`config.mk`:
```
export PLATFORM = sky130hd
export DESIGN_NAME = dual_axis_step_pulse_generator_core_flat
export DESIGN_NICKNAME = d
export VERILOG_FILES = /design/src/hdl/dspg_pkg.sv /design/src/hdl/dspg_if.sv /design/src/hdl/dspg_div.sv /design/src/hdl/dual_axis_step_pulse_generator_core.sv /design/src/flat_wrapper.sv
export SDC_FILE = /design/constraint.sdc
export NUM_CORES = 1
export LEC_CHECK = 0
export ABC_CLOCK_PERIOD_IN_PS = 3500
export BUFFER_PORTS_ARGS = -buffer_cell sky130_fd_sc_hd__buf_2
export CORE_MARGIN = 10
export CORE_UTILIZATION = 57
export DETAILED_ROUTE_END_ITERATION = 16
export MAX_ROUTING_LAYER = met4
export PLACE_DENSITY = 0.77
export SLEW_MARGIN = 20
export SYNTH_ARGS = -nofsm -noshare
export SYNTH_HDL_FRONTEND = slang
export SYNTH_SLANG_ARGS = --single-unit
```
`constraint.sdc`:
```
create_clock -name clk_i -period 3.5 [get_ports clk_i]
set_clock_uncertainty 0.2 [all_clocks]
set_input_delay 0 -clock clk_i [delete_from_list [all_inputs] [get_ports clk_i]]
set_output_delay 0 -clock clk_i [all_outputs]
set_load 0.005 [all_outputs]
```
`src/hdl/dspg_pkg.sv`:
```
// Package for the dual axis step pulse generator: widths, codes,
// register indexes and the item structs. No dependencies.
`timescale 1ns / 1ps

package dspg_pkg;

  localparam int STEP_COUNT_BITS = 16;
  localparam int WAIT_BITS       = 20;
  localparam int CFG_DATA_BITS   = (STEP_COUNT_BITS > WAIT_BITS) ? STEP_COUNT_BITS : WAIT_BITS;
  localparam int CFG_INDEX_BITS  = 3;
  localparam int DIV_CNT_BITS    = $clog2(STEP_COUNT_BITS);

  localparam logic [WAIT_BITS-1:0] HALF_PERIOD_RESET = WAIT_BITS'(1000);

  localparam logic [1:0] FUNC_TICK  = 2'd0;
  localparam logic [1:0] FUNC_START = 2'd1;
  localparam logic [1:0] FUNC_STOP  = 2'd2;

  localparam logic [2:0] LIMIT_NONE  = 3'd0;
  localparam logic [2:0] LIMIT_UP    = 3'd1;
  localparam logic [2:0] LIMIT_DOWN  = 3'd2;
  localparam logic [2:0] LIMIT_LEFT  = 3'd3;
  localparam logic [2:0] LIMIT_RIGHT = 3'd4;

  localparam logic [CFG_INDEX_BITS-1:0] REG_HORIZ_STEPS  = 3'd0;
  localparam logic [CFG_INDEX_BITS-1:0] REG_VERT_STEPS   = 3'd1;
  localparam logic [CFG_INDEX_BITS-1:0] REG_HORIZ_DIR    = 3'd2;
  localparam logic [CFG_INDEX_BITS-1:0] REG_VERT_DIR     = 3'd3;
  localparam logic [CFG_INDEX_BITS-1:0] REG_HALF_PERIOD  = 3'd4;
  localparam logic [CFG_INDEX_BITS-1:0] REG_CHECK_LIMITS = 3'd5;

  typedef struct packed {
    logic [1:0] func;
    logic       vert_limit_sensor;
    logic       horiz_limit_sensor;
  } in_item_t;

  typedef struct packed {
    logic       horiz_step_level;
    logic       vert_step_level;
    logic       horiz_dir_level;
    logic       vert_dir_level;
    logic       motors_locked;
    logic       busy_res;
    logic       move_done;
    logic       start_error;
    logic [2:0] limit_hit;
  } out_item_t;

  typedef struct packed {
    logic [CFG_INDEX_BITS-1:0] index;
    logic [CFG_DATA_BITS-1:0]  wdata;
  } cfg_item_t;

  typedef struct packed {
    logic                       done;
    logic [STEP_COUNT_BITS-1:0] quotient;
  } div_res_t;

endpackage

```
`src/hdl/dspg_if.sv`:
```
// Valid/ready channel interfaces for input items, result items and
// configuration writes. Depends on dspg_pkg.
`timescale 1ns / 1ps

interface dspg_in_if;
  logic               valid;
  logic               ready;
  dspg_pkg::in_item_t data;
  modport source (output valid, output data, input ready);
  modport sink (input valid, input data, output ready);
endinterface

interface dspg_out_if;
  logic                valid;
  logic                ready;
  dspg_pkg::out_item_t data;
  modport source (output valid, output data, input ready);
  modport sink (input valid, input data, output ready);
endinterface

interface dspg_cfg_if;
  logic                valid;
  logic                ready;
  dspg_pkg::cfg_item_t data;
  modport source (output valid, output data, input ready);
  modport sink (input valid, input data, output ready);
endinterface

```
`src/hdl/dspg_div.sv`:
```
// Restoring divider, one quotient bit per cycle, for the step ratio.
// Depends on dspg_pkg.
`timescale 1ns / 1ps

module dspg_div (
  input  logic                                 clk_i,
  input  logic                                 rst_ni,
  input  logic                                 start_i,
  input  logic [dspg_pkg::STEP_COUNT_BITS-1:0] dividend_i,
  input  logic [dspg_pkg::STEP_COUNT_BITS-1:0] divisor_i,
  output dspg_pkg::div_res_t                   res_o
);
  import dspg_pkg::*;

  localparam int W = STEP_COUNT_BITS;

  logic                    busy_q, busy_d;
  logic                    done_q, done_d;
  logic [DIV_CNT_BITS-1:0] cnt_q, cnt_d;
  logic [W-1:0]            rem_q, rem_d;
  logic [W-1:0]            quo_q, quo_d;
  logic [W-1:0]            dvs_q, dvs_d;
  logic [W:0]              shifted;
  logic [W:0]              diff;

  assign shifted = {rem_q, quo_q[W-1]};
  assign diff    = shifted - {1'b0, dvs_q};

  always_comb begin
    busy_d = busy_q;
    done_d = 1'b0;
    cnt_d  = cnt_q;
    rem_d  = rem_q;
    quo_d  = quo_q;
    dvs_d  = dvs_q;
    if (start_i) begin
      busy_d = 1'b1;
      cnt_d  = '0;
      rem_d  = '0;
      quo_d  = dividend_i;
      dvs_d  = divisor_i;
    end else if (busy_q) begin
      if (!diff[W]) begin
        rem_d = diff[W-1:0];
        quo_d = {quo_q[W-2:0], 1'b1};
      end else begin
        rem_d = shifted[W-1:0];
        quo_d = {quo_q[W-2:0], 1'b0};
      end
      cnt_d = cnt_q + 1'b1;
      if (cnt_q == DIV_CNT_BITS'(W - 1)) begin
        busy_d = 1'b0;
        done_d = 1'b1;
      end
    end
  end

  always_ff @(posedge clk_i or negedge rst_ni) begin
    if (!rst_ni) begin
      busy_q <= 1'b0;
      done_q <= 1'b0;
      cnt_q  <= '0;
    end else begin
      busy_q <= busy_d;
      done_q <= done_d;
      cnt_q  <= cnt_d;
    end
  end

  always_ff @(posedge clk_i) begin
    rem_q <= rem_d;
    quo_q <= quo_d;
    dvs_q <= dvs_d;
  end

  assign res_o.done     = done_q;
  assign res_o.quotient = quo_q;

endmodule

```
`src/hdl/dual_axis_step_pulse_generator_core.sv`:
```
// Two-axis step/direction generator: ticks, stop and move control.
// A tick or stop item gives its registered result in the cycle after it is
// accepted, one item per cycle while the output is not stalled. A start
// from idle runs the ratio divider, with input held off until its result.
// Reset: idle, motors locked, step levels low, registers at their defaults.
// Depends on dspg_pkg, dspg_if and dspg_div.
`timescale 1ns / 1ps

module dual_axis_step_pulse_generator_core (
  input  logic       clk_i,
  input  logic       rst_ni,
  dspg_in_if.sink    in_i,
  dspg_out_if.source out_o,
  dspg_cfg_if.sink   cfg_i
);
  import dspg_pkg::*;

  localparam int S = STEP_COUNT_BITS;

  typedef enum logic [1:0] {
    ST_IDLE = 2'b01,
    ST_DIV  = 2'b10
  } state_e;

  state_e state_q, state_d;

  // configuration registers
  logic [S-1:0]         hsteps_q, vsteps_q;
  logic                 hdir_q, vdir_q, check_q;
  logic [WAIT_BITS-1:0] half_q;

  // move state
  logic                 running_q, running_d;
  logic                 major_h_q, major_h_d;
  logic [S-1:0]         ratio_q, ratio_d;
  logic [S-1:0]         rcnt_q, rcnt_d;
  logic [S-1:0]         iter_q, iter_d;
  logic [S-1:0]         total_q, total_d;
  logic                 phase_q, phase_d;
  logic [WAIT_BITS-1:0] wait_q, wait_d;
  logic                 hlev_q, hlev_d;
  logic                 vlev_q, vlev_d;
  logic [3:0]           latch_q, latch_d;
  logic                 stop_q, stop_d;
  logic                 locked_q, locked_d;
  logic                 mv_hdir_q, mv_hdir_d;
  logic                 mv_vdir_q, mv_vdir_d;
  logic                 mv_check_q, mv_check_d;
  logic [WAIT_BITS-1:0] mv_wait_q, mv_wait_d;

  logic      out_valid_q, out_valid_d;
  out_item_t out_q, out_d;

  logic         in_acc;
  logic         is_start;
  logic         div_start;
  div_res_t     div_res;
  logic         h_gt_v;
  logic [S-1:0] major, minor;
  logic [S:0]   rcnt_inc;
  logic         done, err;
  logic [2:0]   hit;
  logic         minor_tgl;

  assign in_i.ready  = (state_q == ST_IDLE) && (!out_valid_q || out_o.ready);
  assign in_acc      = in_i.valid && in_i.ready;
  assign is_start    = in_i.data.func == FUNC_START;
  assign div_start   = in_acc && !running_q && is_start;
  assign cfg_i.ready = 1'b1;

  assign h_gt_v   = hsteps_q > vsteps_q;
  assign major    = h_gt_v ? hsteps_q : vsteps_q;
  assign minor    = h_gt_v ? vsteps_q : hsteps_q;
  assign rcnt_inc = {1'b0, rcnt_q} + 1'b1;
  assign minor_tgl = rcnt_q == '0;

  dspg_div u_div (
    .clk_i      (clk_i),
    .rst_ni     (rst_ni),
    .start_i    (div_start),
    .dividend_i (major),
    .divisor_i  (minor),
    .res_o      (div_res)
  );

  always_ff @(posedge clk_i or negedge rst_ni) begin
    if (!rst_ni) begin
      hsteps_q <= '0;
      vsteps_q <= '0;
      hdir_q   <= 1'b0;
      vdir_q   <= 1'b0;
      half_q   <= HALF_PERIOD_RESET;
      check_q  <= 1'b1;
    end else if (cfg_i.valid && cfg_i.ready) begin
      unique case (cfg_i.data.index)
        REG_HORIZ_STEPS:  hsteps_q <= cfg_i.data.wdata[S-1:0];
        REG_VERT_STEPS:   vsteps_q <= cfg_i.data.wdata[S-1:0];
        REG_HORIZ_DIR:    hdir_q   <= cfg_i.data.wdata[0];
        REG_VERT_DIR:     vdir_q   <= cfg_i.data.wdata[0];
        REG_HALF_PERIOD:  half_q   <= cfg_i.data.wdata[WAIT_BITS-1:0];
        REG_CHECK_LIMITS: check_q  <= cfg_i.data.wdata[0];
        default: ;
      endcase
    end
  end

  always_comb begin
    state_d    = state_q;
    running_d  = running_q;
    major_h_d  = major_h_q;
    ratio_d    = ratio_q;
    rcnt_d     = rcnt_q;
    iter_d     = iter_q;
    total_d    = total_q;
    phase_d    = phase_q;
    wait_d     = wait_q;
    hlev_d     = hlev_q;
    vlev_d     = vlev_q;
    latch_d    = latch_q;
    stop_d     = stop_q;
    locked_d   = locked_q;
    mv_hdir_d  = mv_hdir_q;
    mv_vdir_d  = mv_vdir_q;
    mv_check_d = mv_check_q;
    mv_wait_d  = mv_wait_q;
    done       = 1'b0;
    err        = 1'b0;
    hit        = LIMIT_NONE;
    out_valid_d = out_valid_q && !out_o.ready;

    unique case (state_q)
      ST_IDLE: begin
        if (div_start) begin
          state_d = ST_DIV;
        end else if (in_acc) begin
          out_valid_d = 1'b1;
          if (running_q) begin
            if (in_i.data.func == FUNC_STOP) begin
              stop_d = 1'b1;
            end
            if (wait_q != '0) begin
              wait_d = wait_q - 1'b1;
            end else if (!phase_q) begin
              if (stop_d || iter_q >= total_q) begin
                done = 1'b1;
              end else begin
                if (mv_check_q) begin
                  // vertical switch first, horizontal only when no vertical hit
                  if (in_i.data.vert_limit_sensor) begin
                    if (!mv_vdir_q) begin
                      if (!latch_q[1]) begin
                        latch_d[0] = 1'b1;
                        hit = LIMIT_UP;
                      end
                    end else if (!latch_q[0]) begin
                      latch_d[1] = 1'b1;
                      hit = LIMIT_DOWN;
                    end
                  end else begin
                    latch_d[1:0] = 2'b00;
                  end
                  if (hit == LIMIT_NONE) begin
                    if (in_i.data.horiz_limit_sensor) begin
                      if (!mv_hdir_q) begin
                        if (!latch_q[3]) begin
                          latch_d[2] = 1'b1;
                          hit = LIMIT_LEFT;
                        end
                      end else if (!latch_q[2]) begin
                        latch_d[3] = 1'b1;
                        hit = LIMIT_RIGHT;
                      end
                    end else begin
                      latch_d[3:2] = 2'b00;
                    end
                  end
                end
                if (hit != LIMIT_NONE) begin
                  done = 1'b1;
                end else begin
                  phase_d = 1'b1;
                end
              end
            end else begin
              phase_d = 1'b0;
              iter_d  = iter_q + 1'b1;
            end
            // half-step on either phase
            if (wait_q == '0 && !done) begin
              if (major_h_q) begin
                hlev_d = !hlev_q;
                if (minor_tgl) vlev_d = !vlev_q;
              end else begin
                vlev_d = !vlev_q;
                if (minor_tgl) hlev_d = !hlev_q;
              end
              rcnt_d = (rcnt_inc >= {1'b0, ratio_q}) ? '0 : rcnt_inc[S-1:0];
              wait_d = mv_wait_q;
            end
            if (done) begin
              running_d = 1'b0;
              locked_d  = 1'b1;
              stop_d    = 1'b0;
              wait_d    = '0;
              phase_d   = 1'b0;
            end
          end
        end
      end
      ST_DIV: begin
        if (div_res.done) begin
          state_d     = ST_IDLE;
          out_valid_d = 1'b1;
          if (minor == '0 || (div_res.quotient != S'(1) && div_res.quotient[0])) begin
            err = 1'b1;
          end else begin
            major_h_d  = h_gt_v;
            ratio_d    = div_res.quotient;
            rcnt_d     = '0;
            iter_d     = '0;
            total_d    = major;
            phase_d    = 1'b0;
            wait_d     = '0;
            hlev_d     = 1'b0;
            vlev_d     = 1'b0;
            stop_d     = 1'b0;
            locked_d   = 1'b0;
            mv_hdir_d  = hdir_q;
            mv_vdir_d  = vdir_q;
            mv_check_d = check_q;
            mv_wait_d  = half_q;
            running_d  = 1'b1;
          end
        end
      end
      default: state_d = ST_IDLE;
    endcase

    out_d.horiz_step_level = hlev_d;
    out_d.vert_step_level  = vlev_d;
    out_d.horiz_dir_level  = mv_hdir_d;
    out_d.vert_dir_level   = mv_vdir_d;
    out_d.motors_locked    = locked_d;
    out_d.busy_res         = running_d;
    out_d.move_done        = done;
    out_d.start_error      = err;
    out_d.limit_hit        = hit;
  end

  always_ff @(posedge clk_i or negedge rst_ni) begin
    if (!rst_ni) begin
      state_q     <= ST_IDLE;
      running_q   <= 1'b0;
      major_h_q   <= 1'b0;
      ratio_q     <= '0;
      rcnt_q      <= '0;
      iter_q      <= '0;
      total_q     <= '0;
      phase_q     <= 1'b0;
      wait_q      <= '0;
      hlev_q      <= 1'b0;
      vlev_q      <= 1'b0;
      latch_q     <= '0;
      stop_q      <= 1'b0;
      locked_q    <= 1'b1;
      mv_hdir_q   <= 1'b0;
      mv_vdir_q   <= 1'b0;
      mv_check_q  <= 1'b0;
      mv_wait_q   <= '0;
      out_valid_q <= 1'b0;
    end else begin
      state_q     <= state_d;
      running_q   <= running_d;
      major_h_q   <= major_h_d;
      ratio_q     <= ratio_d;
      rcnt_q      <= rcnt_d;
      iter_q      <= iter_d;
      total_q     <= total_d;
      phase_q     <= phase_d;
      wait_q      <= wait_d;
      hlev_q      <= hlev_d;
      vlev_q      <= vlev_d;
      latch_q     <= latch_d;
      stop_q      <= stop_d;
      locked_q    <= locked_d;
      mv_hdir_q   <= mv_hdir_d;
      mv_vdir_q   <= mv_vdir_d;
      mv_check_q  <= mv_check_d;
      mv_wait_q   <= mv_wait_d;
      out_valid_q <= out_valid_d;
    end
  end

  always_ff @(posedge clk_i) begin
    if (out_valid_d && (!out_valid_q || out_o.ready)) begin
      out_q <= out_d;
    end
  end

  assign out_o.valid = out_valid_q;
  assign out_o.data  = out_q;

endmodule

```
`src/flat_wrapper.sv`:
```
// flat-port wrapper written by rule: the top's interface ports become plain ports
module dual_axis_step_pulse_generator_core_flat import dspg_pkg::*;
  (clk_i, rst_ni, in_i_valid, in_i_data, in_i_ready, out_o_valid, out_o_data, out_o_ready, cfg_i_valid, cfg_i_data, cfg_i_ready);
  dspg_in_if in_i_i ();
  dspg_out_if out_o_i ();
  dspg_cfg_if cfg_i_i ();
  input  logic clk_i;
  input  logic rst_ni;
  input wire logic [$bits(in_i_i.valid)-1:0] in_i_valid;
  input wire logic [$bits(in_i_i.data)-1:0] in_i_data;
  output wire logic [$bits(in_i_i.ready)-1:0] in_i_ready;
  output wire logic [$bits(out_o_i.valid)-1:0] out_o_valid;
  output wire logic [$bits(out_o_i.data)-1:0] out_o_data;
  input wire logic [$bits(out_o_i.ready)-1:0] out_o_ready;
  input wire logic [$bits(cfg_i_i.valid)-1:0] cfg_i_valid;
  input wire logic [$bits(cfg_i_i.data)-1:0] cfg_i_data;
  output wire logic [$bits(cfg_i_i.ready)-1:0] cfg_i_ready;
  assign in_i_i.valid = in_i_valid;
  assign in_i_i.data = in_i_data;
  assign in_i_ready = in_i_i.ready;
  assign out_o_valid = out_o_i.valid;
  assign out_o_data = out_o_i.data;
  assign out_o_i.ready = out_o_ready;
  assign cfg_i_i.valid = cfg_i_valid;
  assign cfg_i_i.data = cfg_i_data;
  assign cfg_i_ready = cfg_i_i.ready;
  dual_axis_step_pulse_generator_core u_core (.clk_i(clk_i), .rst_ni(rst_ni), .in_i(in_i_i), .out_o(out_o_i), .cfg_i(cfg_i_i));
endmodule
```
==> results of run 1 <==
==> layer usage <==
layer,wire length [µm],GRT usage [%]
met2,16900,39.8
met4,1250,8.85
met5,0,-
met3,1660,3.16
met1,14200,28.9
==> power breakdown <==
group          switching, mW  internal [mW]  total [mW]
registers              0.505           3.55        4.05
clock network           1.18           1.77        2.94
logic                   2.63           2.13        4.76
total                   4.31           7.44        11.8
==> Yosys cell counts (4+ instances only) <==
cell type  number
o31ai_1         6
nor2b_1        17
xor2_1         10
xnor2_1        23
o41ai_1         4
dfxtp_1        16
nand2b_1       26
o21ai_0       106
nor2_1        109
o21a_1         12
nand3_1        30
o21bai_1        4
clkbuf_1       57
o21ai_1        49
nand4_1        17
nor3_1         29
a21o_1         17
ha_1           71
a31oi_1         7
or4_1           4
nand2_1       140
a211oi_1        5
nor3b_1         8
dfstp_2         9
edfxtp_1       43
dfrtp_1       173
and3_1         12
inv_1          94
a21oi_1        98
o22ai_1         4
o211ai_1        7
nor4_1         20
mux2_2         57
or3_1           6
mux2i_1        17
==> worst paths after layout <==
check | cells after the start | to | start
min reg2reg | 2 | u_core.u_div.rem_q[1] | u_core.u_div.rem_q[1]
min | 3 | u_core.hsteps_q[7] | cfg_i_data[7]
max in group asynchronous | 4 | u_core.state_q[0] | rst_ni
max reg2reg | 16 | u_core.rcnt_q[15] | u_core.rcnt_q[4]
min in group asynchronous | 3 | u_core.half_q[7] | rst_ni
max | 16 | u_core.rcnt_q[15] | u_core.rcnt_q[4]
==> registers in the layout, summed over array words and instances (netlist names), 2 cells and up <==
register	cells
u_core.half_q	20
u_core.mv_wait_q	20
u_core.wait_q	20
u_core.hsteps_q	16
u_core.iter_q	16
u_core.ratio_q	16
u_core.rcnt_q	16
u_core.total_q	16
u_core.u_div.dvs_q	16
u_core.u_div.quo_q	16
u_core.u_div.rem_q	16
u_core.vsteps_q	16
u_core.out_o.data	11
u_core.latch_q	4
u_core.u_div.cnt_q	4
u_core.state_q	2
==> cell type report <==
type	count	area share [%]
clock inverter	9	0.709
inverter	96	2.27
timing repair buffer	181	9.55
multi-input combinational	976	41.1
sequential	241	38.9
clock buffer	41	5.16
tap	285	2.25
antenna	1	0.0158
==> tightest hold or removal path, cell delays in order <==
cell	delay [ns]
dlygate4sd3_1	0.53
buf_2	0.13
mux2_2	0.14
==> through the flow <==
step	setup slack, ns	TNS (ns)
after CTS	-0.0167	-0.0369
after global placement	-0.102	-0.262
final	-0.0785	-0.484
after global routing	-0.233	-3.02
after detailed placement	-0.240	-1.80
after floorplan	0.00337	0
==> logic make-up (layout without fill, tap and decap cells) <==
logic type,count (synthesis),in the layout
DFF,241,241
buffers and inverters,155,327
other,1,2
muxes,76,76
AOI/OAI and AO/OA,353,354
adders and majority gates,72,72
xor gates and xnor gates,33,33
and+or+nand+nor,440,440
==> what timing repair did <==
| action | in CTS | in global routing |
|---|---|---|
| endpoints found under the hold margin | 263 | 0 |
| endpoints found under the setup margin | 16 | 68 |
| pin swaps | 4 | 26 |
| gates cloned | 0 | 1 |
| hold buffers | 56 | 0 |
| setup buffers | 5 | 10 |
| gates resized for setup | 8 | 40 |
==> run_results.csv, run 1 <==
group,metric,value,unit
yosys,synth_xor_xnor_area_share,2.22,%
sta,final.setup.worst_slack,-0.0785,ns
drt,vias_per_cell,5.94,
sta,period_share,102,%
sta,relSlewSlack,48.1,%
power,p_leak,7.18,nW
grt,grt_pass1_wl,55.1,mm
clock_tree,cts_buffers,27,
grt,grt_max_degree,73,
setup_path,end_kind,"register",
finish,final_util,70.3,%
setup_path,required,3.77,ns
setup_path,worstPathArrival,3.84,ns
finish,fill_cells,1604,
clock_tree,insertion_delay,0.56,ns
clock_tree,clk_pin_slew,0.06,ns
setup_path,crit_fanout,6,
yosys,synth_mux_area_share,6.42,%
floorplan,die_w,171,µm
setup_path,start_kind,"register",
yosys,ys_async_sr_fraction,75.5,%
status,failed_checks,"setup timing",
finish,regArea,6180,µm²
sta,timing.fmax,279,MHz
yosys,yosys.area_share.adder,6.99,%
finish,area_growth,22.1,%
sta,setup_viol,11,
job,cap_violations,0,
floorplan,die_h,171,µm
grt,antenna_found_initial,1,
floorplan,dieArea,29200,µm²
yosys,synth-simple-area-share,16.5,%
clock_tree,cts_tree,"built",
drt,wl,34.0,mm
drt,dr_total_vias,10900,
setup_path,crit_path_max_incr_delay,0.39,ns
placed_design,dp.cells,1707,
grt,grt_pass1_vias,10800,
power,ir_drop,0.000661,V
yosys,synth_top_area_share,33.3,%
drt,ant_nets,0,
floorplan,start_util,57.6,%
yosys,syn_area,13000,µm²
yosys,synth_nets,1475,
floorplan,core.rowCount,55,
clock_tree,cts_root_buf,"clkbuf_16",
finish,multiInputGateArea,6530,µm²
clock_tree,cts_max_level,1,
setup_path,cpMaxStageDelayCell,"a2111oi_2",
finish,final_cell_area,15900,µm²
status,outcome,"complete, but fails checks",
setup_path,cp_cell_sequence,"nand3_2 > nor2_4 > nand2_2 > nor2_4 > nand3_2 > nor2_1 > xor2_1 > ha_1 > o21a_1 > nor3b_2 > a2111oi_2 > nand2_1 > buf_4 > a31o_4 > nand2b_1 > o21ai_1",
placed_design,hpwl,22.4,mm
yosys,yosysUniqueCellTypes,73,
finish,layout_common_cells,"dfrtp_1 (173), nand2_1 (138), nor2_1 (106)",
floorplan,core-area,22600,µm²
finish,nets,1627,
clock_tree,clock_path_buffers,3,
placed_design,placed_area,14000,µm²
drt,drtIter0Drc,740,
yosys,synth_flop_cell,"dfrtp_1",
finish,layout-drive-gt1-share,18.7,%
grt,grt_usage,23.8,%
placed_design,portBuffers,44,
sta,worst_pin_slew,0.778,ns
yosys,ys_seq_elements,241,
min_path,hp-class,"input pin to register",
yosys,synth-compound-area-share,15.8,%
yosys,synth_top_family_by_area,"simple AND/OR/NAND/NOR gates",
sta,grt_setup_unrepaired,"yes",
yosys,yosys_warnings,0,
setup_path,cp_num_buf_inv,1,
finish,final_common_cell,"dfrtp_1",
setup_path,path_class,"register to register",
power,power_density,740,nW/µm²
floorplan,io_pins,46,
setup_path,worst_path_dominant_cell_family,"simple AND/OR/NAND/NOR gates",
yosys,avgSynthCellArea,9.48,µm²
sta,timing.hold.ws,0.0715,ns
sta,hold_viol_final,0,
yosys,ys_seq_area_share,47.5,%
yosys,synthDominantAreaCellType,"dfrtp_1",
drt,wire_per_inst,18.6,µm
yosys,yosys-top-cells-area,"dfrtp_1 (33%), edfxtp_1 (9.9%), ha_1 (6.8%), mux2_2 (4.9%), o21ai_0 (4.1%)",
setup_path,rrSetupSlack,-0.08,ns
drt,drc,0,
clock_tree,cts.sinks,241,
placed_design,place_congestion,0.864,
yosys,synth_edf_count,43,
sta,slew_violations,0,
grt,grt-ovfl-total,0,
finish,instances_no_fill,1830,
yosys,syn_inst,1371,
power,finalPower,11.8,mW
drt,firstDrtPassIters,7,
sta,period_minus_slack,3.58,ns
(Power assumes the default switching activity.)
==> run 2: changes to the inputs <==
- CELL_PAD_IN_SITES_DETAIL_PLACEMENT: unset -> 0
- CELL_PAD_IN_SITES_GLOBAL_PLACEMENT: unset -> 1
- CORE_UTILIZATION: 57 -> 44
- PLACE_DENSITY: 0.77 -> unset
- PLACE_DENSITY_LB_ADDON: unset -> 0.1
==> run 2 against run 1 <==
Against the previous run: the run ends with hold timing left; power shrank 0.34%; via count shrank 4.0%; critical path type unchanged; maximum frequency grew 2.4%; highest routed layer unchanged; wire length shrank 0.38%; critical endpoint is now u_core.rcnt_q[12]; core utilization shrank 14 points; largest cell class unchanged; sequential share of layout area shrank 0.82 points; combinational power shrank 1%; non-clock buffer count grew 15; worst setup slack gained 0.083 ns; register-to-register slack gained 0.08 ns; die area grew 26%; sequential cell count is the same.
==> run_results.csv, run 2 (synthesis results as in run 1) <==
group,metric,value,unit
status,outcome,"complete, but fails checks",
status,failed_checks,"hold timing",
job,cap_violations,0,
drt,wl_met1,16.3,mm
placed_design,hpwl,23.8,mm
clock_tree,cts.sinks,241,
sta,grt_setup_unrepaired,"yes",
setup_path,end_kind,"register",
placed_design,portBuffers,44,
clock_tree,cts_max_level,1,
power,power_density,722,nW/µm²
finish,nets,1642,
finish,final_common_cell,"dfrtp_1",
clock_tree,clk_pin_slew,0.06,ns
floorplan,die_w,192,µm
setup_path,crit_path_max_incr_delay,0.37,ns
setup_path,path_class,"register to register",
setup_path,timing.rr.start,"u_core.rcnt_q[3]",
clock_tree,clock_path_buffers,3,
setup_path,cp_num_buf_inv,2,
floorplan,core-area,28900,µm²
sta,slew_violations,0,
drt,firstDrtPassIters,5,
sta,period_minus_slack,3.50,ns
setup_path,required,3.78,ns
drt,wl,33.9,mm
sta,setup_viol,0,
drt,drtIter0Drc,570,
drt,wl_met2,16.1,mm
grt,grt_usage,19.0,%
sta,hold_viol_final,1,
placed_design,place_congestion,0.866,
grt,grt_pass1_vias,10400,
setup_path,cp_cell_sequence,"nand3_2 > nor2_2 > buf_4 > nand2_4 > nor2_4 > nand3_2 > xnor2_2 > ha_1 > a21o_1 > a211oi_2 > o21ai_1 > a2111oi_2 > nand2_1 > a31o_4 > buf_6 > o21bai_1 > a21o_1",
floorplan,core.rowCount,62,
sta,period_share,99.9,%
sta,worst_pin_slew,0.953,ns
finish,final_cell_area,16200,µm²
setup_path,worstPathArrival,3.78,ns
min_path,holdPathStages,5,
finish,layout-drive-gt1-share,19.8,%
grt,antenna_found_initial,0,
drt,wire_per_inst,17.4,µm
sta,relSlewSlack,36.3,%
sta,timing.fmax,286,MHz
setup_path,worst_path_dominant_cell_family,"compound AO/OA/AOI/OAI gates",
floorplan,start_util,44.9,%
power,finalPower,11.7,mW
finish,area_growth,24.7,%
drt,drc,0,
clock_tree,cts_root_buf,"clkbuf_16",
min_path,worstHoldEndpoint,"u_core.u_div.busy_q",
drt,vias_per_cell,5.37,
setup_path,r2r-end,"u_core.rcnt_q[12]",
placed_design,placed_area,14200,µm²
setup_path,rrSetupSlack,0.004,ns
floorplan,io_pins,46,
finish,antenna_cells,0,
power,p_leak,7.27,nW
setup_path,start_kind,"register",
min_path,min-delay-start,"in_i_data[3]",
setup_path,cp-startpoint,"u_core.rcnt_q[3]",
min_path,hp-class,"input pin to register",
drt,top_layer_used,"met4",
sta,timing.hold.ws,-0.00539,ns
finish,layout_common_cells,"dfrtp_1 (173), nand2_1 (139), nor2_1 (106)",
grt,grt_max_degree,91,
finish,reg.largest.list,"u_core.half_q: 20 flops, u_core.mv_wait_q: 20 flops, u_core.wait_q: 20 flops",
grt,grt-ovfl-total,0,
drt,wl_met3,1.01,mm
clock_tree,cts_buffers,28,
setup_path,cpMaxStageDelayCell,"dfrtp_1",
setup_path,crit_fanout,6,
power,ir_drop,0.000462,V
clock_tree,insertion_delay,0.55,ns
drt,ant_nets,0,
setup_path,ff2ff_path_depth,17,
drt,dr_total_vias,10400,
floorplan,die_h,192,µm
grt,grt_pass1_wl,55.4,mm
floorplan,dieArea,36800,µm²
clock_tree,cts_tree,"built",
[run 2: changes by cell type in the layout (fill, tap and decap cells not counted), moves of 2 or more]
cell           delta
buf_4             +7
clkbuf_1          -3
clkbuf_16         +2
clkinvlp_4        +5
dlygate4sd3_1     +7
nand2_2           -2
nand2b_1          -5
nand2b_4          +5
o21ai_1           -2
xnor2_1           -2
xor2_1            -2
xor2_2            +2
[run 2: layout make-up]
| cell class | count | area (µm²) |
|---|---|---|
| Sequential cell | 241 | 6180 |
| Clock inverter | 13 | 104 |
| Inverter | 96 | 360 |
| Fill cell | 2585 | 12700 |
| Tap cell | 384 | 480 |
| Multi-Input combinational cell | 975 | 6610 |
| Timing Repair Buffer | 196 | 1640 |
| Clock buffer | 39 | 845 |
[run 2: worst register-to-register path: cells and delay by family (launching register included)]
kind	cells	cell delay, ns
buf+inv	2	0.26
xor+xnor	1	0.22
fa+ha+maj	1	0.28
flops	1	0.37
simple gates	6	0.65
compound gates	7	1.44
[run 2: layer usage]
metal  up-vias  track usage [%]
met5         -                -
met4         0             3.76
met3        37             2.54
met2       124             30.0
met1      5093             25.7
li1       5179                -
[run 2: stage by stage]
step                      util (%)  setup TNS (ns)  instances  hold slack [ns]  setup WS, ns
final                         56.0               0       1944         -0.00539       0.00416
after floorplan                  -               0       1371           -0.496       0.00337
after global placement        49.1           -1.00       1817          -0.0257       -0.0948
after detailed placement      49.1           -3.03       1817          -0.0233        -0.262
after global routing          56.0           -2.13       1944           0.0253        -0.171
after CTS                     55.1          -0.320       1934          0.00912       -0.0417
[run 2: how the worst max path moves through the flow]
| stage | cells past startpoint | end | slack [ns] |
|---|---|---|---|
| after floorplan | 19 | u_core.rcnt_q[12] | 0.003 |
| after global placement | 16 | u_core.rcnt_q[4] | -0.09 |
| after detailed placement | 17 | u_core.rcnt_q[6] | -0.26 |
| after CTS | 16 | u_core.rcnt_q[15] | -0.04 |
| after global routing | 17 | u_core.rcnt_q[12] | -0.17 |
| final | 17 | u_core.rcnt_q[12] | 0.004 |
[run 2: what timing repair did]
item | in CTS | in global routing
endpoints found under the setup margin | 15 | 43
hold endpoints to repair | 229 | 0
buffers inserted | 2 | 10
hold buffers | 63 | 0
resized for setup | 30 | 26
pin swaps | 16 | 25
[run 2: report_power, final]
group          internal (mW)  switching (mW)
clock                   1.76            1.20
combinational           2.15            2.56
sequential              3.55           0.500
total                   7.46            4.26
